### src/design/ucd_pkg.sv
// ----------------------------------------------------------------------------
// ucd_pkg
// Shared types, constants and helper functions for the seconds-to-date core.
// ----------------------------------------------------------------------------
package ucd_pkg;

  localparam logic [16:0] SECS_PER_DAY  = 17'd86400;
  localparam logic [11:0] SECS_PER_HOUR = 12'd3600;
  localparam logic [5:0]  SECS_PER_MIN  = 6'd60;

  // Reciprocals for the divisions by constants. x / 86400 is taken as
  // (x >> 7) / 675, t / 3600 as (t >> 4) / 225 and r / 60 as (r >> 2) / 15;
  // each quotient is the high part of the product and is exact over the
  // full range of its operand.
  localparam logic [25:0] DAY_RECIP  = 26'd50903317;
  localparam logic [13:0] HOUR_RECIP = 14'd9321;
  localparam logic [10:0] MIN_RECIP  = 11'd1093;

  localparam logic [11:0] BASE_YEAR     = 12'd1970;
  localparam logic [6:0]  BASE_MOD100   = 7'd70;
  localparam logic [8:0]  BASE_MOD400   = 9'd370;
  localparam logic [11:0] LAST_YEAR     = 12'd2106;

  localparam logic [3:0] MONTH_JAN = 4'd1;
  localparam logic [3:0] MONTH_FEB = 4'd2;
  localparam logic [3:0] MONTH_APR = 4'd4;
  localparam logic [3:0] MONTH_JUN = 4'd6;
  localparam logic [3:0] MONTH_SEP = 4'd9;
  localparam logic [3:0] MONTH_NOV = 4'd11;
  localparam logic [3:0] MONTH_DEC = 4'd12;

  typedef enum logic [3:0] {
    OP_NONE,
    OP_LOAD,
    OP_DAY,
    OP_TOD,
    OP_HOUR,
    OP_HOUR_REM,
    OP_MIN,
    OP_MIN_REM,
    OP_YEAR,
    OP_MONTH,
    OP_PUBLISH
  } ucd_op_t;

  typedef enum logic [3:0] {
    S_IDLE,
    S_DAY,
    S_TOD,
    S_HOUR,
    S_HOUR_REM,
    S_MIN,
    S_MIN_REM,
    S_YEAR,
    S_MONTH,
    S_DONE
  } ucd_state_t;

  typedef struct packed {
    ucd_op_t op;
  } ucd_cmd_t;

  typedef struct packed {
    logic year_fits;
    logic month_fits;
  } ucd_stat_t;

  function automatic logic [4:0] month_days(input logic [3:0] mon, input logic leap);
    logic [4:0] len;
    unique case (mon)
      MONTH_FEB: len = leap ? 5'd29 : 5'd28;
      MONTH_APR,
      MONTH_JUN,
      MONTH_SEP,
      MONTH_NOV: len = 5'd30;
      default:   len = 5'd31;
    endcase
    return len;
  endfunction

endpackage

### src/design/ucd_datapath.sv
// ----------------------------------------------------------------------------
// ucd_datapath
// Divisions by constants, year and month walk registers, output registers.
// ----------------------------------------------------------------------------
module ucd_datapath (
  input  logic              clk,
  input  logic              rst,
  input  ucd_pkg::ucd_cmd_t cmd,
  output ucd_pkg::ucd_stat_t stat,
  input  logic [31:0]       epoch_seconds,
  output logic [11:0]       year,
  output logic [3:0]        month,
  output logic [4:0]        day,
  output logic [4:0]        hour,
  output logic [5:0]        minute,
  output logic [5:0]        second
);

  logic [31:0] secs;
  logic [15:0] days;
  logic [16:0] tod;
  logic [4:0]  hour_q;
  logic [11:0] mrem;
  logic [5:0]  min_q;
  logic [5:0]  sec_q;
  logic [11:0] yr;
  logic [6:0]  mod100;
  logic [8:0]  mod400;
  logic [3:0]  mon;

  logic [50:0] day_mul;
  logic [25:0] hour_mul;
  logic [19:0] min_mul;
  logic        leap;
  logic [8:0]  ylen;
  logic [4:0]  mlen;

  assign day_mul  = {26'd0, secs[31:7]} * {25'd0, ucd_pkg::DAY_RECIP};
  assign hour_mul = {13'd0, tod[16:4]} * {12'd0, ucd_pkg::HOUR_RECIP};
  assign min_mul  = {10'd0, mrem[11:2]} * {9'd0, ucd_pkg::MIN_RECIP};

  assign leap = (yr[1:0] == 2'd0) && ((mod100 != 7'd0) || (mod400 == 9'd0));
  assign ylen = leap ? 9'd366 : 9'd365;
  assign mlen = ucd_pkg::month_days(mon, leap);

  assign stat.year_fits  = (days < {7'd0, ylen});
  assign stat.month_fits = (days < {11'd0, mlen});

  // Each remainder is known to fit its narrow field, so the products and
  // differences are only formed over the low bits.
  always_ff @(posedge clk) begin
    case (cmd.op)
      ucd_pkg::OP_LOAD: begin
        secs   <= epoch_seconds;
        yr     <= ucd_pkg::BASE_YEAR;
        mod100 <= ucd_pkg::BASE_MOD100;
        mod400 <= ucd_pkg::BASE_MOD400;
        mon    <= ucd_pkg::MONTH_JAN;
      end
      ucd_pkg::OP_DAY: begin
        days <= day_mul[50:35];
      end
      ucd_pkg::OP_TOD: begin
        tod <= secs[16:0] - ({1'b0, days} * ucd_pkg::SECS_PER_DAY);
      end
      ucd_pkg::OP_HOUR: begin
        hour_q <= hour_mul[25:21];
      end
      ucd_pkg::OP_HOUR_REM: begin
        mrem <= tod[11:0] - ({7'd0, hour_q} * ucd_pkg::SECS_PER_HOUR);
      end
      ucd_pkg::OP_MIN: begin
        min_q <= min_mul[19:14];
      end
      ucd_pkg::OP_MIN_REM: begin
        sec_q <= mrem[5:0] - (min_q * ucd_pkg::SECS_PER_MIN);
      end
      ucd_pkg::OP_YEAR: begin
        days   <= days - {7'd0, ylen};
        yr     <= yr + 12'd1;
        mod100 <= (mod100 == 7'd99) ? 7'd0 : mod100 + 7'd1;
        mod400 <= (mod400 == 9'd399) ? 9'd0 : mod400 + 9'd1;
      end
      ucd_pkg::OP_MONTH: begin
        days <= days - {11'd0, mlen};
        mon  <= mon + 4'd1;
      end
      ucd_pkg::OP_PUBLISH: begin
        year   <= yr;
        month  <= mon;
        day    <= days[4:0] + 5'd1;
        hour   <= hour_q;
        minute <= min_q;
        second <= sec_q;
      end
      default: begin
      end
    endcase
  end

  a_month_in_range: assert property (@(posedge clk) disable iff (rst)
    (cmd.op == ucd_pkg::OP_MONTH) |-> (mon < ucd_pkg::MONTH_DEC))
    else $error("month walk ran past December");

  a_year_in_range: assert property (@(posedge clk) disable iff (rst)
    (cmd.op == ucd_pkg::OP_YEAR) |-> (yr < ucd_pkg::LAST_YEAR))
    else $error("year walk ran past the last representable year");

  a_tod_bound: assert property (@(posedge clk) disable iff (rst)
    (cmd.op == ucd_pkg::OP_TOD) |=> (tod < ucd_pkg::SECS_PER_DAY))
    else $error("time of day out of range");

  a_hour_bound: assert property (@(posedge clk) disable iff (rst)
    (cmd.op == ucd_pkg::OP_HOUR) |=> (hour_q < 5'd24))
    else $error("hour out of range");

endmodule

### src/design/ucd_ctrl.sv
// ----------------------------------------------------------------------------
// ucd_ctrl
// Sequencer for the divisions, the year walk, the month walk and output.
// ----------------------------------------------------------------------------
module ucd_ctrl (
  input  logic               clk,
  input  logic               rst,
  input  logic               in_valid,
  output logic               in_stall,
  output logic               out_valid,
  input  logic               out_stall,
  input  ucd_pkg::ucd_stat_t stat,
  output ucd_pkg::ucd_cmd_t  cmd
);

  ucd_pkg::ucd_state_t state, state_next;
  logic       out_valid_next;

  always_ff @(posedge clk) begin
    if (rst) begin
      state     <= ucd_pkg::S_IDLE;
      out_valid <= 1'b0;
    end else begin
      state     <= state_next;
      out_valid <= out_valid_next;
    end
  end

  assign in_stall = (state != ucd_pkg::S_IDLE);

  always_comb begin
    state_next     = state;
    out_valid_next = out_valid && out_stall;
    cmd.op         = ucd_pkg::OP_NONE;
    unique case (state)
      ucd_pkg::S_IDLE: begin
        if (in_valid) begin
          cmd.op     = ucd_pkg::OP_LOAD;
          state_next = ucd_pkg::S_DAY;
        end
      end
      ucd_pkg::S_DAY: begin
        cmd.op     = ucd_pkg::OP_DAY;
        state_next = ucd_pkg::S_TOD;
      end
      ucd_pkg::S_TOD: begin
        cmd.op     = ucd_pkg::OP_TOD;
        state_next = ucd_pkg::S_HOUR;
      end
      ucd_pkg::S_HOUR: begin
        cmd.op     = ucd_pkg::OP_HOUR;
        state_next = ucd_pkg::S_HOUR_REM;
      end
      ucd_pkg::S_HOUR_REM: begin
        cmd.op     = ucd_pkg::OP_HOUR_REM;
        state_next = ucd_pkg::S_MIN;
      end
      ucd_pkg::S_MIN: begin
        cmd.op     = ucd_pkg::OP_MIN;
        state_next = ucd_pkg::S_MIN_REM;
      end
      ucd_pkg::S_MIN_REM: begin
        cmd.op     = ucd_pkg::OP_MIN_REM;
        state_next = ucd_pkg::S_YEAR;
      end
      ucd_pkg::S_YEAR: begin
        if (stat.year_fits) begin
          state_next = ucd_pkg::S_MONTH;
        end else begin
          cmd.op = ucd_pkg::OP_YEAR;
        end
      end
      ucd_pkg::S_MONTH: begin
        if (stat.month_fits) begin
          state_next = ucd_pkg::S_DONE;
        end else begin
          cmd.op = ucd_pkg::OP_MONTH;
        end
      end
      ucd_pkg::S_DONE: begin
        // The output register may be refilled in the same cycle it is taken.
        if (!out_valid || !out_stall) begin
          cmd.op         = ucd_pkg::OP_PUBLISH;
          out_valid_next = 1'b1;
          state_next     = ucd_pkg::S_IDLE;
        end
      end
      default: begin
        state_next = ucd_pkg::S_IDLE;
      end
    endcase
  end

  a_publish_from_done: assert property (@(posedge clk) disable iff (rst)
    $rose(out_valid) |-> ($past(state) == ucd_pkg::S_DONE))
    else $error("result shown without a finished conversion");

  a_no_overwrite: assert property (@(posedge clk) disable iff (rst)
    (cmd.op == ucd_pkg::OP_PUBLISH) |-> (!out_valid || !out_stall))
    else $error("pending result overwritten");

  a_result_held: assert property (@(posedge clk) disable iff (rst)
    (out_valid && out_stall) |=> out_valid)
    else $error("stalled result dropped");

endmodule

### src/design/unix_seconds_to_civil_date_core.sv
// ----------------------------------------------------------------------------
// unix_seconds_to_civil_date_core
// Converts a 32-bit count of seconds since 1970-01-01 00:00:00 to a Gregorian
// date and time of day.
// ----------------------------------------------------------------------------
// Usage:
// The input channel (in_valid, in_stall, epoch_seconds) takes one time value
// per transfer; the output channel (out_valid, out_stall and the six date
// fields) returns one result per input, in order.
// A conversion runs one item at a time. The transfer edge loads the value;
// six steps follow for the divisions by constants (day count, time of day,
// hour, seconds in the hour, minute, second), each a reciprocal multiply or
// a multiply and subtract. The year walk then subtracts one year length per
// elapsed year, the month walk one month length per elapsed month, and a
// final step publishes the result to the output register. The next item can
// be taken on the cycle after publishing. The year walk, one subtraction per
// year, dominates the conversion time.
// in_stall is low only while the core has no conversion in flight. A result
// sits in the output register until taken; the core meanwhile accepts and
// converts the next item, and waits before publishing while out_stall holds.
// Synchronous reset drops out_valid and returns the sequencer to idle.
// ----------------------------------------------------------------------------
module unix_seconds_to_civil_date_core (
  input  logic        clk,
  input  logic        rst,
  input  logic        in_valid,
  output logic        in_stall,
  input  logic [31:0] epoch_seconds,
  output logic        out_valid,
  input  logic        out_stall,
  output logic [11:0] year,
  output logic [3:0]  month,
  output logic [4:0]  day,
  output logic [4:0]  hour,
  output logic [5:0]  minute,
  output logic [5:0]  second
);

  ucd_pkg::ucd_cmd_t  cmd;
  ucd_pkg::ucd_stat_t stat;

  ucd_ctrl u_ctrl (
    .clk       (clk),
    .rst       (rst),
    .in_valid  (in_valid),
    .in_stall  (in_stall),
    .out_valid (out_valid),
    .out_stall (out_stall),
    .stat      (stat),
    .cmd       (cmd)
  );

  ucd_datapath u_datapath (
    .clk           (clk),
    .rst           (rst),
    .cmd           (cmd),
    .stat          (stat),
    .epoch_seconds (epoch_seconds),
    .year          (year),
    .month         (month),
    .day           (day),
    .hour          (hour),
    .minute        (minute),
    .second        (second)
  );

endmodule

### config.mk
export PLATFORM = sky130hd
export DESIGN_NAME = unix_seconds_to_civil_date_core
export DESIGN_NICKNAME = d
export VERILOG_FILES = /design/src/design/ucd_pkg.sv /design/src/design/ucd_datapath.sv /design/src/design/ucd_ctrl.sv /design/src/design/unix_seconds_to_civil_date_core.sv
export SDC_FILE = /design/constraint.sdc
export NUM_CORES = 1
export LEC_CHECK = 0
export BUFFER_PORTS_ARGS = -buffer_cell sky130_fd_sc_hd__buf_2
export CAP_MARGIN = 10
export CELL_PAD_IN_SITES_DETAIL_PLACEMENT = 2
export CELL_PAD_IN_SITES_GLOBAL_PLACEMENT = 2
export CORE_ASPECT_RATIO = 1.75
export CORE_MARGIN = 2
export CORE_UTILIZATION = 39
export CTS_CLUSTER_SIZE = 30
export DETAILED_ROUTE_END_ITERATION = 10
export PLACE_DENSITY = 0.89
export RECOVER_POWER = 25
export SETUP_SLACK_MARGIN = 0.3
export SKIP_LAST_GASP = 1
export SLEW_MARGIN = 10
export SYNTH_ARGS = -nofsm -noshare
export SYNTH_HDL_FRONTEND = slang
export SYNTH_SLANG_ARGS = --single-unit
### constraint.sdc
create_clock -name clk -period 6 [get_ports clk]
set_input_delay 0.6 -clock clk [delete_from_list [all_inputs] [get_ports clk]]
set_output_delay 0.6 -clock clk [all_outputs]
set_load 0.1 [all_outputs]
* Word level (Yosys, flattened, before mapping)
Cells that the tools add are included.
** Word-level totals
- Register bits :: 169
- Latch bits :: 0
- RAM bits :: 0
- ROM bits :: 0
- Input bits :: 36
- Output and inout port bits :: 40
- Word-level logic and storage cells :: 105
- Memories :: 0
** Cells by class
- $add $sub $neg :: 10
- Multiply operators :: 6
- Divide/modulo/power cells :: 0
- Magnitude comparators :: 2
- Eq/ne operators :: 30
- Shift operators :: 0
- Mux-type cells :: 22
- Bitwise operators :: 0
- Reduce and logical (&&, ||, !) cells :: 16
** Operators with widths (count)
- $pmux W4 S10 :: 2
- $mul A25 B26 Y51 const B :: 1
- $pmux W16 S3 :: 1
- $eq A4 B3 Y1 const B :: 10
- $eq A4 B4 Y1 const B :: 7
- $mux W4 :: 7
- $mul A13 B14 Y26 const B :: 1
- $pmux W12 S2 :: 1
- $eq A4 B2 Y1 const B :: 5
- $mul A10 B11 Y20 const B :: 1
- $pmux W9 S2 :: 1
- $sub A17 B17 Y17 :: 1
- $lt A16 B5 Y1 :: 1
- $lt A16 B9 Y1 :: 1
- $mul A16 B10 Y10 const B :: 1
- $sub A16 B5 Y16 :: 1
- $sub A16 B9 Y16 :: 1
- $pmux W7 S2 :: 1
- $add A12 B1 Y12 const B :: 1
- $sub A12 B12 Y12 :: 1
- $pmux W5 S2 :: 1
- $add A9 B1 Y9 const B :: 1
- $eq A9 B9 Y1 const B :: 1
- $logic_not A9 Y1 :: 1
- 26 further kinds :: 36

* Logic depth before layout (Yosys ltp)
Gate-level depths: netlist of run 1.
- Word-level depth :: 10
- Gate-level depth with buffers :: 24
- Depth with buffers taken out :: 24

* Hierarchy
Synthesis of run 1 repeated with hierarchy kept, for this count alone.
** Second synthesis, totals
- Cells, all modules :: 2084
- Area total of the unflattened synthesis :: 21770.9 um^2
** Modules (own cells, without submodules)
- ucd_datapath :: times used 1, cells an instance 2036, area each 21385.5 um^2, seq. area each 4924.7 um^2
- ucd_ctrl :: times used 1, cells an instance 48, area each 385.4 um^2, seq. area each 100.1 um^2

* Least setup slack after synthesis of run 1
OpenSTA, ideal clock, no wires.
- Path type :: reg2reg
- Start :: register u_datapath.secs[12]
- End :: register u_datapath.days[12], data pin
- Setup time :: 259 ps
- Arrival time :: 6252 ps
- Data required time :: 5741 ps
- Path slack :: -511 ps
- Stages on the path, launching flop included :: 21
- Path buffers :: 0
- Clock period less this slack :: 6511 ps
- Path through :: edfxtp_1 -> fa_1 -> inv_1 -> fa_1 -> inv_1 -> ha_1 -> fa_1 -> inv_1 -> fa_1 -> fa_1 -> inv_1 -> fa_1 -> ha_1 -> a21oi_1 -> o21ai_0 -> a221oi_1 -> o22ai_1 -> or4b_2 -> a21oi_1 -> nor4b_1 -> a211o_1
** Between the ends
- Word-level cells in the longest chain between the ends :: 2
** RTL lines
- from (decl) :: RTL line ucd_datapath.sv:19 : logic [31:0] secs;
- from (signal assigned) :: RTL line ucd_datapath.sv:54 : secs <= epoch_seconds;
- $mul A25 B26 Y51 :: RTL line ucd_datapath.sv:38 : assign day_mul = {26'd0, secs[31:7]} * {25'd0, ucd_pkg::DAY_RECIP};
- $pmux W16 S3 :: RTL line ucd_datapath.sv:52 : case (cmd.op)
- to (signal assigned) :: RTL line ucd_datapath.sv:61 : days <= day_mul[50:35];
- to (signal assigned) :: RTL line ucd_datapath.sv:79 : days <= days - {7'd0, ylen};
- to (signal assigned) :: RTL line ucd_datapath.sv:85 : days <= days - {11'd0, mlen};
- to (decl) :: RTL line ucd_datapath.sv:20 : logic [15:0] days;
Every way passes these cells.
A chain may end at the register's enable or synchronous reset.

* Final worst setup path of run 1
- Start :: register u_datapath.secs[12]
- End :: register u_datapath.days[2], data pin
Same word-level chain as after synthesis.

==> impl_metrics.csv, run 1 <==
group,metric,value,unit
run_status,status,"finished with violations",
run_status,violations,"negative setup slack",
synth,synth-main-ff-cell,"edfxtp_1",
floorplanning,die_x,181,um
timing,fin_crit_sh,119,%
final_layout,area_growth,19.1,%
detailed_routing,route.detailed.wl_per_inst,34.7,um
detailed_routing,wl_met3,5.63,mm
cts,cts_buffer_depth,2,
timing,tightest_slew,1.34,ns
global_routing,grt_pass1_vias,21600,
synth,synth_edf_count,164,
cts,numCtsBuffers,17,
floorplanning,num_rows,113,
cts,clock_sinks,169,
global_routing,antenna_found_initial,3,
timing,finalCriticalPeriod,7.13,ns
detailed_routing,met1_length,32.0,mm
detailed_routing,drc,0,
worst_setup_path,crit_arrival,7.31,ns
detailed_routing,wl_met2,54.8,mm
global_routing,grt_overflow,0,
synth,yosysTopAreaCell,"ha_1",
flow_run,max-cap-violations,0,
timing,setup_viol,16,
final_layout,postLayoutCellArea,25500,um2
floorplanning,start_util,39.4,%
place,place.gp.congestion,0.920,
synth,yosysWarnings,0,
synth,synth.most_common_cell,"inv_1",
synth,syn_area_per_cell,10.5,um2
place,hpwl,70.4,mm
floorplanning,core,54300,um2
detailed_routing,viasPerCell,6.02,
timing,skew,0.0263,ns
detailed_routing,ant_nets,0,
timing,drv_slew,0,
cts,cts_tree,"yes",
timing,rsz0062_at_grt,"true",
final_layout,fin_nets,3054,
detailed_routing,first_pass_iters,5,
global_routing,grt_pass1_wl,143,mm
final_layout,n_fill_cell,5528,
cts,clk-insertion-delay-late,0.50,ns
timing,max-slew-margin-rel,10.6,%
detailed_routing,vias,18200,
worst_setup_path,crit_path_start_kind,"flip-flop",
worst_setup_path,critPathKind,"flip-flop to flip-flop",
min_path,hp-class,"primary input to flip-flop",
detailed_routing,drt_iter0_markers,1373,
cts,clk_pin_slew,0.10,ns
synth,synthCells,2035,
synth,yosysUniqueCellTypes,64,
final_layout,fin_util,46.9,%
synth,yosys-top-cells-area,"ha_1, edfxtp_1, fa_1",
floorplanning,dieArea,56800,um2
timing,max_freq,0.140,GHz
timing,final_hold_viol_count,0,
place,port_buffers,75,
detailed_routing,dr.max_layer_used,"met4",
global_routing,grt_util_all_layers,34.8,%
cts,cts_hold_buf,0,
worst_setup_path,cp-end-kind,"flip-flop",
synth,syn-cell-area,21400,um2
synth,synth_nets,2772,
synth,synth_top_area_share,27.7,%
final_layout,drive_gt1_share,18.9,%
worst_setup_path,cp.required,6.19,ns
worst_setup_path,worst-path-max-fanout,8,
floorplanning,die_height,314,um
floorplanning,io_pins,76,
detailed_routing,finalWirelength,105,mm
synth,ys_top_cells_by_count,"inv_1, ha_1, fa_1",
place,dp_slack,-0.802,ns
synth,ys_async_sr_fraction,0,%
cts,cts-htree-levels,4,
synth,ys_ff_latch,169,
timing,setup_slack,-1.13,ns
global_routing,grt_max_degree,39,
cts,clockRootBuffer,"clkbuf_16",
synth,synth_seq_area_share,23.5,%
place,placed_cell_area,24100,um2
stage by stage:
stage | std cells | hold slack [ns] | TNS [ns]
2_1_floorplan | 2035 | 0.400 | -0.165
3_3_place_gp | 2951 | 0.401 | -3.64
3_5_place_dp | 2951 | 0.405 | -9.52
4_1_cts | 3001 | 0.269 | -6.98
5_1_grt | 3020 | 0.273 | -15.89
6_report | 3021 | 0.266 | -14.97
worst max-delay path: stages (launching register included):
cell and delay, ns:
edfxtp_1 0.50, buf_4 0.19, buf_4 0.13, buf_4 0.20, fa_2 0.62, ha_1 0.28
inv_1 0.10, fa_1 0.47, fa_1 0.57, inv_1 0.10, fa_1 0.57, fa_1 0.62
ha_4 0.24, nand3_4 0.15, buf_4 0.13, nor2_1 0.04, nand4_1 0.29, o211ai_1 0.20
buf_6 0.20, a211oi_2 0.55, o311a_1 0.24, xor2_1 0.19, o221ai_2 0.21
timing repair:
action	CTS	global route
pin swaps	36	31
buffers inserted	18	18
resized for setup	50	65
endpoints found under the setup margin	16	18
sequential cells by signal (all words and copies together), names as in the netlist, 5 cells and up:
register	cells
u_datapath.hour_q	5
u_datapath.yr	12
u_datapath.year	12
u_datapath.mrem	12
u_datapath.sec_q	6
u_datapath.mod100	7
u_datapath.day	5
u_datapath.tod	17
u_datapath.second	6
u_datapath.secs	32
u_datapath.hour	5
u_datapath.days	16
u_datapath.min_q	6
u_datapath.mod400	9
u_datapath.minute	6
worst paths after layout:
path / from / to / slack [ns] / cells after the start
max: u_datapath.secs[12] / u_datapath.days[2] / -1.13 / 22
min reg2reg: u_datapath.secs[3] / u_datapath.tod[3] / 0.42 / 0
max reg2reg: u_datapath.secs[12] / u_datapath.days[2] / -1.13 / 22
min: epoch_seconds[8] / u_datapath.secs[8] / 0.27 / 1
final cells by class:
cell class                 count  area (um2)  share of cell area (%)
timing repair buffer         285        1960                    7.69
sequential                   169        5020                    19.7
clock inverter                14         134                   0.526
tap                          690         863                    3.39
multi-input combinational   1339       15200                    59.5
antenna                        1        2.50                 0.00982
inverter                     505        1900                    7.45
clock buffer                  18         429                    1.68
routing by layer:
layer / global-route usage (%) / up-vias
li1: - / 7321
met1: 30.6 / 9141
met2: 65.9 / 1052
met3: 6.05 / 666
met4: 33.0 / 0
met5: 0 / -
cell families after synthesis:
logic type                 share of synthesized area, %
xor gates and xnor gates                           3.61
buffers and inverters                              9.34
adders and majority gates                          49.0
and+or+nand+nor                                    6.12
DFF                                                23.5
muxes                                            0.0936
AOI/OAI and AO/OA                                  8.30
cell usage in the layout (no fill, tap or decap), types with 17 or more instances in the layout:
cell type,Yosys,layout
xnor2_1,57,57
o21ai_0,65,56
ha_4,0,21
xor2_1,31,28
clkbuf_16,0,17
inv_2,0,22
nand3_1,31,27
nor2_1,68,62
buf_2,3,60
nand2_1,62,58
edfxtp_1,164,164
buf_4,0,199
clkbuf_1,16,18
a21o_1,26,26
fa_1,228,221
ha_1,473,445
inv_1,505,482
a21oi_1,86,74
Power of run 1 is not shown: default switching activity piles up to over one toggle a cycle in this logic, so the estimate is an artifact.
==> inputs of run 2 (changes only) <==
--- a/config.mk
+++ b/config.mk
@@ -5,16 +5,17 @@
 export SDC_FILE = /design/constraint.sdc
 export NUM_CORES = 1
 export LEC_CHECK = 0
+export ABC_AREA = 1
 export BUFFER_PORTS_ARGS = -buffer_cell sky130_fd_sc_hd__buf_2
 export CAP_MARGIN = 10
 export CELL_PAD_IN_SITES_DETAIL_PLACEMENT = 2
 export CELL_PAD_IN_SITES_GLOBAL_PLACEMENT = 2
 export CORE_ASPECT_RATIO = 1.75
 export CORE_MARGIN = 2
-export CORE_UTILIZATION = 39
+export CORE_UTILIZATION = 37
 export CTS_CLUSTER_SIZE = 30
 export DETAILED_ROUTE_END_ITERATION = 10
-export PLACE_DENSITY = 0.89
+export PLACE_DENSITY = 0.9
 export RECOVER_POWER = 25
 export SETUP_SLACK_MARGIN = 0.3
 export SKIP_LAST_GASP = 1
==> run 2 against run 1 <==
Against the previous run:
- the flow still finishes with violations (negative setup slack)
- global-route usage decreased by 1.1 points
- die area up 18%
- sequential share of layout area decreased by 2.2 points
- critical path depth grew 5
- utilization decreased by 2.2 points
- final cell count is 28% higher
- worst setup slack better by 0.81 ns
- register-to-register slack better by 0.81 ns
- wire length is 21% higher
- via count increased by 22%
- critical endpoint is now u_datapath.days[8]
==> impl_metrics.csv, run 2 <==
group,metric,value,unit
timing,setup_slack,-0.316,ns
synth,yosysTopAreaCell,"ha_1",
synth,synth_edf_count,164,
timing,setup_viol,16,
cts,cts-htree-levels,4,
timing,drv_slew,0,
global_routing,grt_util_all_layers,33.8,%
final_layout,final_common_cell,"inv_1",
synth,ys_ff_latch,169,
worst_setup_path,startpoint,"u_datapath.secs[11]",
detailed_routing,viasPerCell,5.75,
synth,syn-cell-area,24000,um2
synth,yosysUniqueCellTypes,49,
global_routing,grt_pass1_wl,164,mm
floorplanning,die_x,197,um
min_path,hold_depth,1,
synth,ys_async_sr_fraction,0,%
final_layout,regMostFlops,"u_datapath.secs",
detailed_routing,drc,0,
worst_setup_path,reg2regPathDepth,27,
min_path,min_from,"epoch_seconds[20]",
final_layout,n_fill_cell,6983,
detailed_routing,ant_nets,0,
final_layout,fin_util,44.7,%
synth,synth-main-ff-cell,"edfxtp_1",
final_layout,area_growth,19.6,%
timing,tightest_slew,1.40,ns
floorplanning,dieArea,67100,um2
cts,cts_tree,"yes",
timing,rsz0062_at_grt,"true",
global_routing,grt_pass1_vias,26200,
synth,synth_top_area_share,24.6,%
synth,yosys-top-cells-area,"ha_1, edfxtp_1, fa_1",
timing,max-slew-margin-rel,6.50,%
worst_setup_path,reg2reg_slack,-0.32,ns
floorplanning,io_pins,76,
cts,cts_hold_buf,0,
worst_setup_path,critPathKind,"flip-flop to flip-flop",
cts,clockRootBuffer,"clkbuf_16",
flow_run,max-cap-violations,0,
detailed_routing,finalWirelength,127,mm
worst_setup_path,cp-end-kind,"flip-flop",
final_layout,multiInputGateArea,17700,um2
run_status,violations,"negative setup slack",
floorplanning,core,64300,um2
synth,syn_area_per_cell,8.50,um2
global_routing,antenna_found_initial,2,
detailed_routing,route.detailed.wl_per_inst,32.8,um
cts,cts_buffer_depth,2,
place,place.gp.congestion,0.980,
final_layout,final-seq-area,5020,um2
synth,synth.most_common_cell,"inv_1",
worst_setup_path,worst-path-max-fanout,4,
final_layout,drive_gt1_share,20.0,%
synth,synthCells,2827,
global_routing,grt_overflow,0,
floorplanning,start_util,37.4,%
place,hpwl,82.6,mm
timing,finalCriticalPeriod,6.32,ns
final_layout,largest_reg_flops,32,
timing,max_freq,0.158,GHz
detailed_routing,first_pass_iters,5,
detailed_routing,drt_iter0_markers,1198,
cts,clk_pin_slew,0.11,ns
synth,synth_nets,3564,
worst_setup_path,crit_path_start_kind,"flip-flop",
detailed_routing,vias,22200,
run_status,status,"finished with violations",
worst_setup_path,cp.required,6.25,ns
cts,numCtsBuffers,17,
final_layout,final_cell_mix,"inv_1, nand2_1, ha_1, fa_1, edfxtp_1",
final_layout,fin_nets,3777,
worst_setup_path,r2r_start,"u_datapath.secs[11]",
timing,skew,0.0339,ns
floorplanning,die_height,341,um
worst_setup_path,r2r-end,"u_datapath.days[8]",
synth,yosysWarnings,0,
final_layout,num_antenna_cells,0,
floorplanning,num_rows,123,
timing,final_hold_viol_count,0,
synth,synth_seq_area_share,20.9,%
worst_setup_path,crit_arrival,6.57,ns
global_routing,grt_max_degree,39,
min_path,min_to,"u_datapath.secs[20]",
cts,clk-insertion-delay-late,0.55,ns
place,port_buffers,75,
min_path,hp-class,"primary input to flip-flop",
timing,fin_crit_sh,105,%
final_layout,reg.largest.list,"u_datapath.secs: 32 flops, u_datapath.tod: 17 flops, u_datapath.days: 16 flops",
cts,clock_sinks,169,
synth,ys_top_cells_by_count,"inv_1, nand2_1, ha_1",
-- run 2: layout make-up --
cell class | count | share of cell area (%)
well taps | 812 | 3.53
repair buffers | 201 | 4.93
clock inverters | 15 | 0.666
clock buffers | 17 | 1.48
inverters | 772 | 10.2
multi-input cells | 1879 | 61.7
flip-flops and latches | 169 | 17.5
-- run 2: how the worst max path moves through the flow --
stage	slack [ns]	endpoint	cells past startpoint
2_1_floorplan	0.48	u_datapath.days[5]	21
3_3_place_gp	-0.04	u_datapath.days[10]	23
3_5_place_dp	-0.29	u_datapath.days[8]	23
4_1_cts	0.24	u_datapath.days[13]	25
5_1_grt	-0.36	u_datapath.days[5]	25
6_report	-0.32	u_datapath.days[8]	27
-- run 2: logic make-up (layout without fill, tap and decap cells) --
logic type,count (synthesis),in the layout,synth area share (%)
flops,169,169,20.9
buf+inv,779,1005,12.3
fa+ha+maj,701,701,43.6
compound gates,166,166,3.87
simple gates,935,935,16.5
xor+xnor,77,77,2.81
-- run 2: routing by layer --
| metal | vias to the layer above | wire (um) | track usage (%) |
|---|---|---|---|
| li1 | 9202 | - | - |
| met1 | 11100 | 37300 | 27.7 |
| met2 | 1173 | 64900 | 64.7 |
| met3 | 781 | 6920 | 5.80 |
| met4 | 0 | 17700 | 35.0 |
| met5 | - | 0 | 0.436 |
-- run 2: timing repair --
| action | 4_1_cts | 5_1_grt |
|---|---|---|
| cloned | 0 | 0 |
| setup buffers | 47 | 38 |
| resized for setup | 275 | 190 |
| hold endpoints to repair | 0 | 0 |
| endpoints found under the setup margin | 16 | 16 |
| pin swaps | 112 | 139 |
-- run 2: stage by stage --
stage / TNS, ns / instances / area (um2) / hold WS (ns) / setup WS [ns]
finish: -2.98 / 3865 / 28700 / 0.220 / -0.316
global route: -4.17 / 3865 / 28700 / 0.234 / -0.360
CTS: 0 / 3826 / 27800 / 0.223 / 0.240
detailed placement: -2.76 / 3747 / 25700 / 0.413 / -0.288
global placement: -0.0353 / 3747 / 25700 / 0.403 / -0.0353
floorplan: 0 / 2827 / 24000 / 0.400 / 0.476
-- run 2: critical path: stages (launching register included) --
cell and delay [ns]:
edfxtp_1 0.49, fa_1 0.63, inv_2 0.07, fa_1 0.54
inv_2 0.08, ha_4 0.18, inv_2 0.08, fa_1 0.43
inv_2 0.10, fa_2 0.49, fa_1 0.56, inv_1 0.06
fa_1 0.54, inv_2 0.07, ha_4 0.32, nand2_1 0.12
nand2_2 0.13, inv_1 0.09, nand2_2 0.11, inv_1 0.06
nand2_1 0.12, nand2_1 0.08, nand2_2 0.20, nand2_2 0.11
nand3_2 0.11, nand2_1 0.08, nand3_2 0.07, nand2_1 0.10
Power of run 2 is left out for the same reason.
==> inputs of run 3 (changes only) <==
--- a/config.mk
+++ b/config.mk
@@ -16,7 +16,7 @@
 export CTS_CLUSTER_SIZE = 30
 export DETAILED_ROUTE_END_ITERATION = 10
 export PLACE_DENSITY = 0.9
-export RECOVER_POWER = 25
+export RECOVER_POWER = 100
 export SETUP_SLACK_MARGIN = 0.3
 export SKIP_LAST_GASP = 1
 export SLEW_MARGIN = 10
==> run 3 against run 2 <==
Against the previous run:
- the flow finishes with violations (max-capacitance violations, max-slew violations, negative setup slack)
- sequential share of layout area grew 0.057 points
- register-to-register slack is essentially flat
- utilization shrank 0.14 points
- wire length is essentially flat
- first-iteration DRC count shrank 0.92%
- non-clock buffer count is the same
- highest routed layer is now met5
==> impl_metrics.csv, run 3 (synthesized netlist as in run 2, its figures left out) <==
group,metric,value,unit
floorplanning,die_height,341,um
cts,cts_buffer_depth,2,
cts,clock_sinks,169,
worst_setup_path,worst-path-max-fanout,4,
detailed_routing,ant_nets,0,
global_routing,grt_overflow,0,
final_layout,n_fill_cell,7014,
timing,max_freq,0.158,GHz
cts,clk_pin_slew,0.11,ns
timing,fin_crit_sh,105,%
final_layout,final_common_cell,"inv_1",
place,place.gp.congestion,0.980,
final_layout,reg.largest.list,"u_datapath.secs: 32 flops, u_datapath.tod: 17 flops, u_datapath.days: 16 flops",
worst_setup_path,critPathKind,"flip-flop to flip-flop",
floorplanning,core,64300,um2
detailed_routing,drc,0,
flow_run,max-cap-violations,2,
final_layout,drive_gt1_share,18.5,%
timing,finalCriticalPeriod,6.32,ns
final_layout,num_antenna_cells,0,
final_layout,largest_reg_flops,32,
cts,cts_tree,"yes",
floorplanning,num_rows,123,
final_layout,area_growth,19.2,%
final_layout,fin_nets,3777,
floorplanning,start_util,37.4,%
timing,drv_slew,47,
run_status,violations,"max-capacitance violations, max-slew violations, negative setup slack",
global_routing,grt_pass1_vias,26200,
detailed_routing,vias,22300,
detailed_routing,finalWirelength,127,mm
timing,finalSetupTns,-3.02,ns
min_path,min_from,"epoch_seconds[20]",
worst_setup_path,reg2reg_slack,-0.32,ns
detailed_routing,viasPerCell,5.76,
timing,setup_slack,-0.318,ns
global_routing,grt_pass1_wl,164,mm
worst_setup_path,crit_path_start_kind,"flip-flop",
cts,clockRootBuffer,"clkbuf_16",
detailed_routing,first_pass_iters,5,
global_routing,antenna_found_initial,2,
timing,max-slew-margin-rel,-40.4,%
worst_setup_path,startpoint,"u_datapath.secs[11]",
cts,cts-htree-levels,4,
worst_setup_path,r2r_start,"u_datapath.secs[11]",
global_routing,grt_max_degree,39,
floorplanning,io_pins,76,
worst_setup_path,cpPeakStageDelay,0.63,ns
worst_setup_path,cp-end-kind,"flip-flop",
timing,tightest_slew,2.11,ns
timing,rsz0062_at_grt,"true",
final_layout,multiInputGateArea,17700,um2
cts,clk-insertion-delay-late,0.55,ns
run_status,status,"finished with violations",
worst_setup_path,crit_arrival,6.57,ns
worst_setup_path,cp.required,6.25,ns
floorplanning,dieArea,67100,um2
detailed_routing,drt_iter0_markers,1187,
cts,cts_hold_buf,0,
final_layout,final-seq-area,5020,um2
worst_setup_path,crit_path_end,"u_datapath.days[8]",
min_path,hp-class,"primary input to flip-flop",
cts,numCtsBuffers,17,
timing,setup_viol,16,
floorplanning,die_x,197,um
detailed_routing,route.detailed.wl_per_inst,32.8,um
final_layout,regMostFlops,"u_datapath.secs",
worst_setup_path,r2r-end,"u_datapath.days[8]",
timing,skew,0.0341,ns
worst_setup_path,reg2regPathDepth,27,
worst_setup_path,cp_slowest_cell,"fa_1",
place,hpwl,82.6,mm
final_layout,final_cell_mix,"inv_1, nand2_1, ha_1, fa_1, edfxtp_1",
global_routing,grt_util_all_layers,33.8,%
place,port_buffers,75,
timing,final_hold_viol_count,0,
==> run 3: how the worst min path moves through the flow <==
stage                                      end  cells after the start  slack, ns
after CTS                  u_datapath.secs[16]                      1       0.22
final                      u_datapath.secs[20]                      1       0.22
after floorplan           u_datapath.minute[4]                      0       0.40
after global placement    u_datapath.second[0]                      0       0.40
after global routing       u_datapath.secs[20]                      1       0.23
after detailed placement     u_datapath.tod[3]                      0       0.41
==> run 3: repair_timing <==
item | CTS | global route
pin swaps | 112 | 139
setup buffers | 47 | 38
setup endpoints to repair | 16 | 16
gates resized for setup | 275 | 190
==> run 3: area by class of cell <==
class	count	area share [%]
Inverter	772	10.2
Clock inverter	15	0.668
Clock buffer	17	1.48
Multi-Input combinational cell	1879	61.9
Sequential cell	169	17.5
Tap cell	812	3.55
Timing Repair Buffer	201	4.67
==> run 3: stage by stage <==
step | instances | util, % | cell area (um2) | setup slack (ns) | hold WS, ns
6_report | 3865 | 44.5 | 28700 | -0.318 | 0.216
3_5_place_dp | 3747 | 39.9 | 25700 | -0.288 | 0.413
5_1_grt | 3865 | 44.5 | 28700 | -0.360 | 0.234
4_1_cts | 3826 | 43.1 | 27800 | 0.240 | 0.223
2_1_floorplan | 2827 | - | 24000 | 0.476 | 0.400
3_3_place_gp | 3747 | 39.9 | 25700 | -0.0353 | 0.403
==> run 3: worst max-delay path, delay by kind of cell, from the launching register on <==
family / cells / cell delay [ns]
flops: 1 / 0.49
simple gates: 11 / 1.23
buf+inv: 8 / 0.61
fa+ha+maj: 8 / 3.68
==> run 3: routing by layer <==
layer  wire length, um  global-route usage (%)  up-vias
met5                14                   0.436        -
met4             17800                    35.0        2
met3              6880                    5.80      807
met2             64800                    64.7     1152
met1             37400                    27.7    11100
li1                  -                       -     9207
Power of run 3 is left out for the same reason.
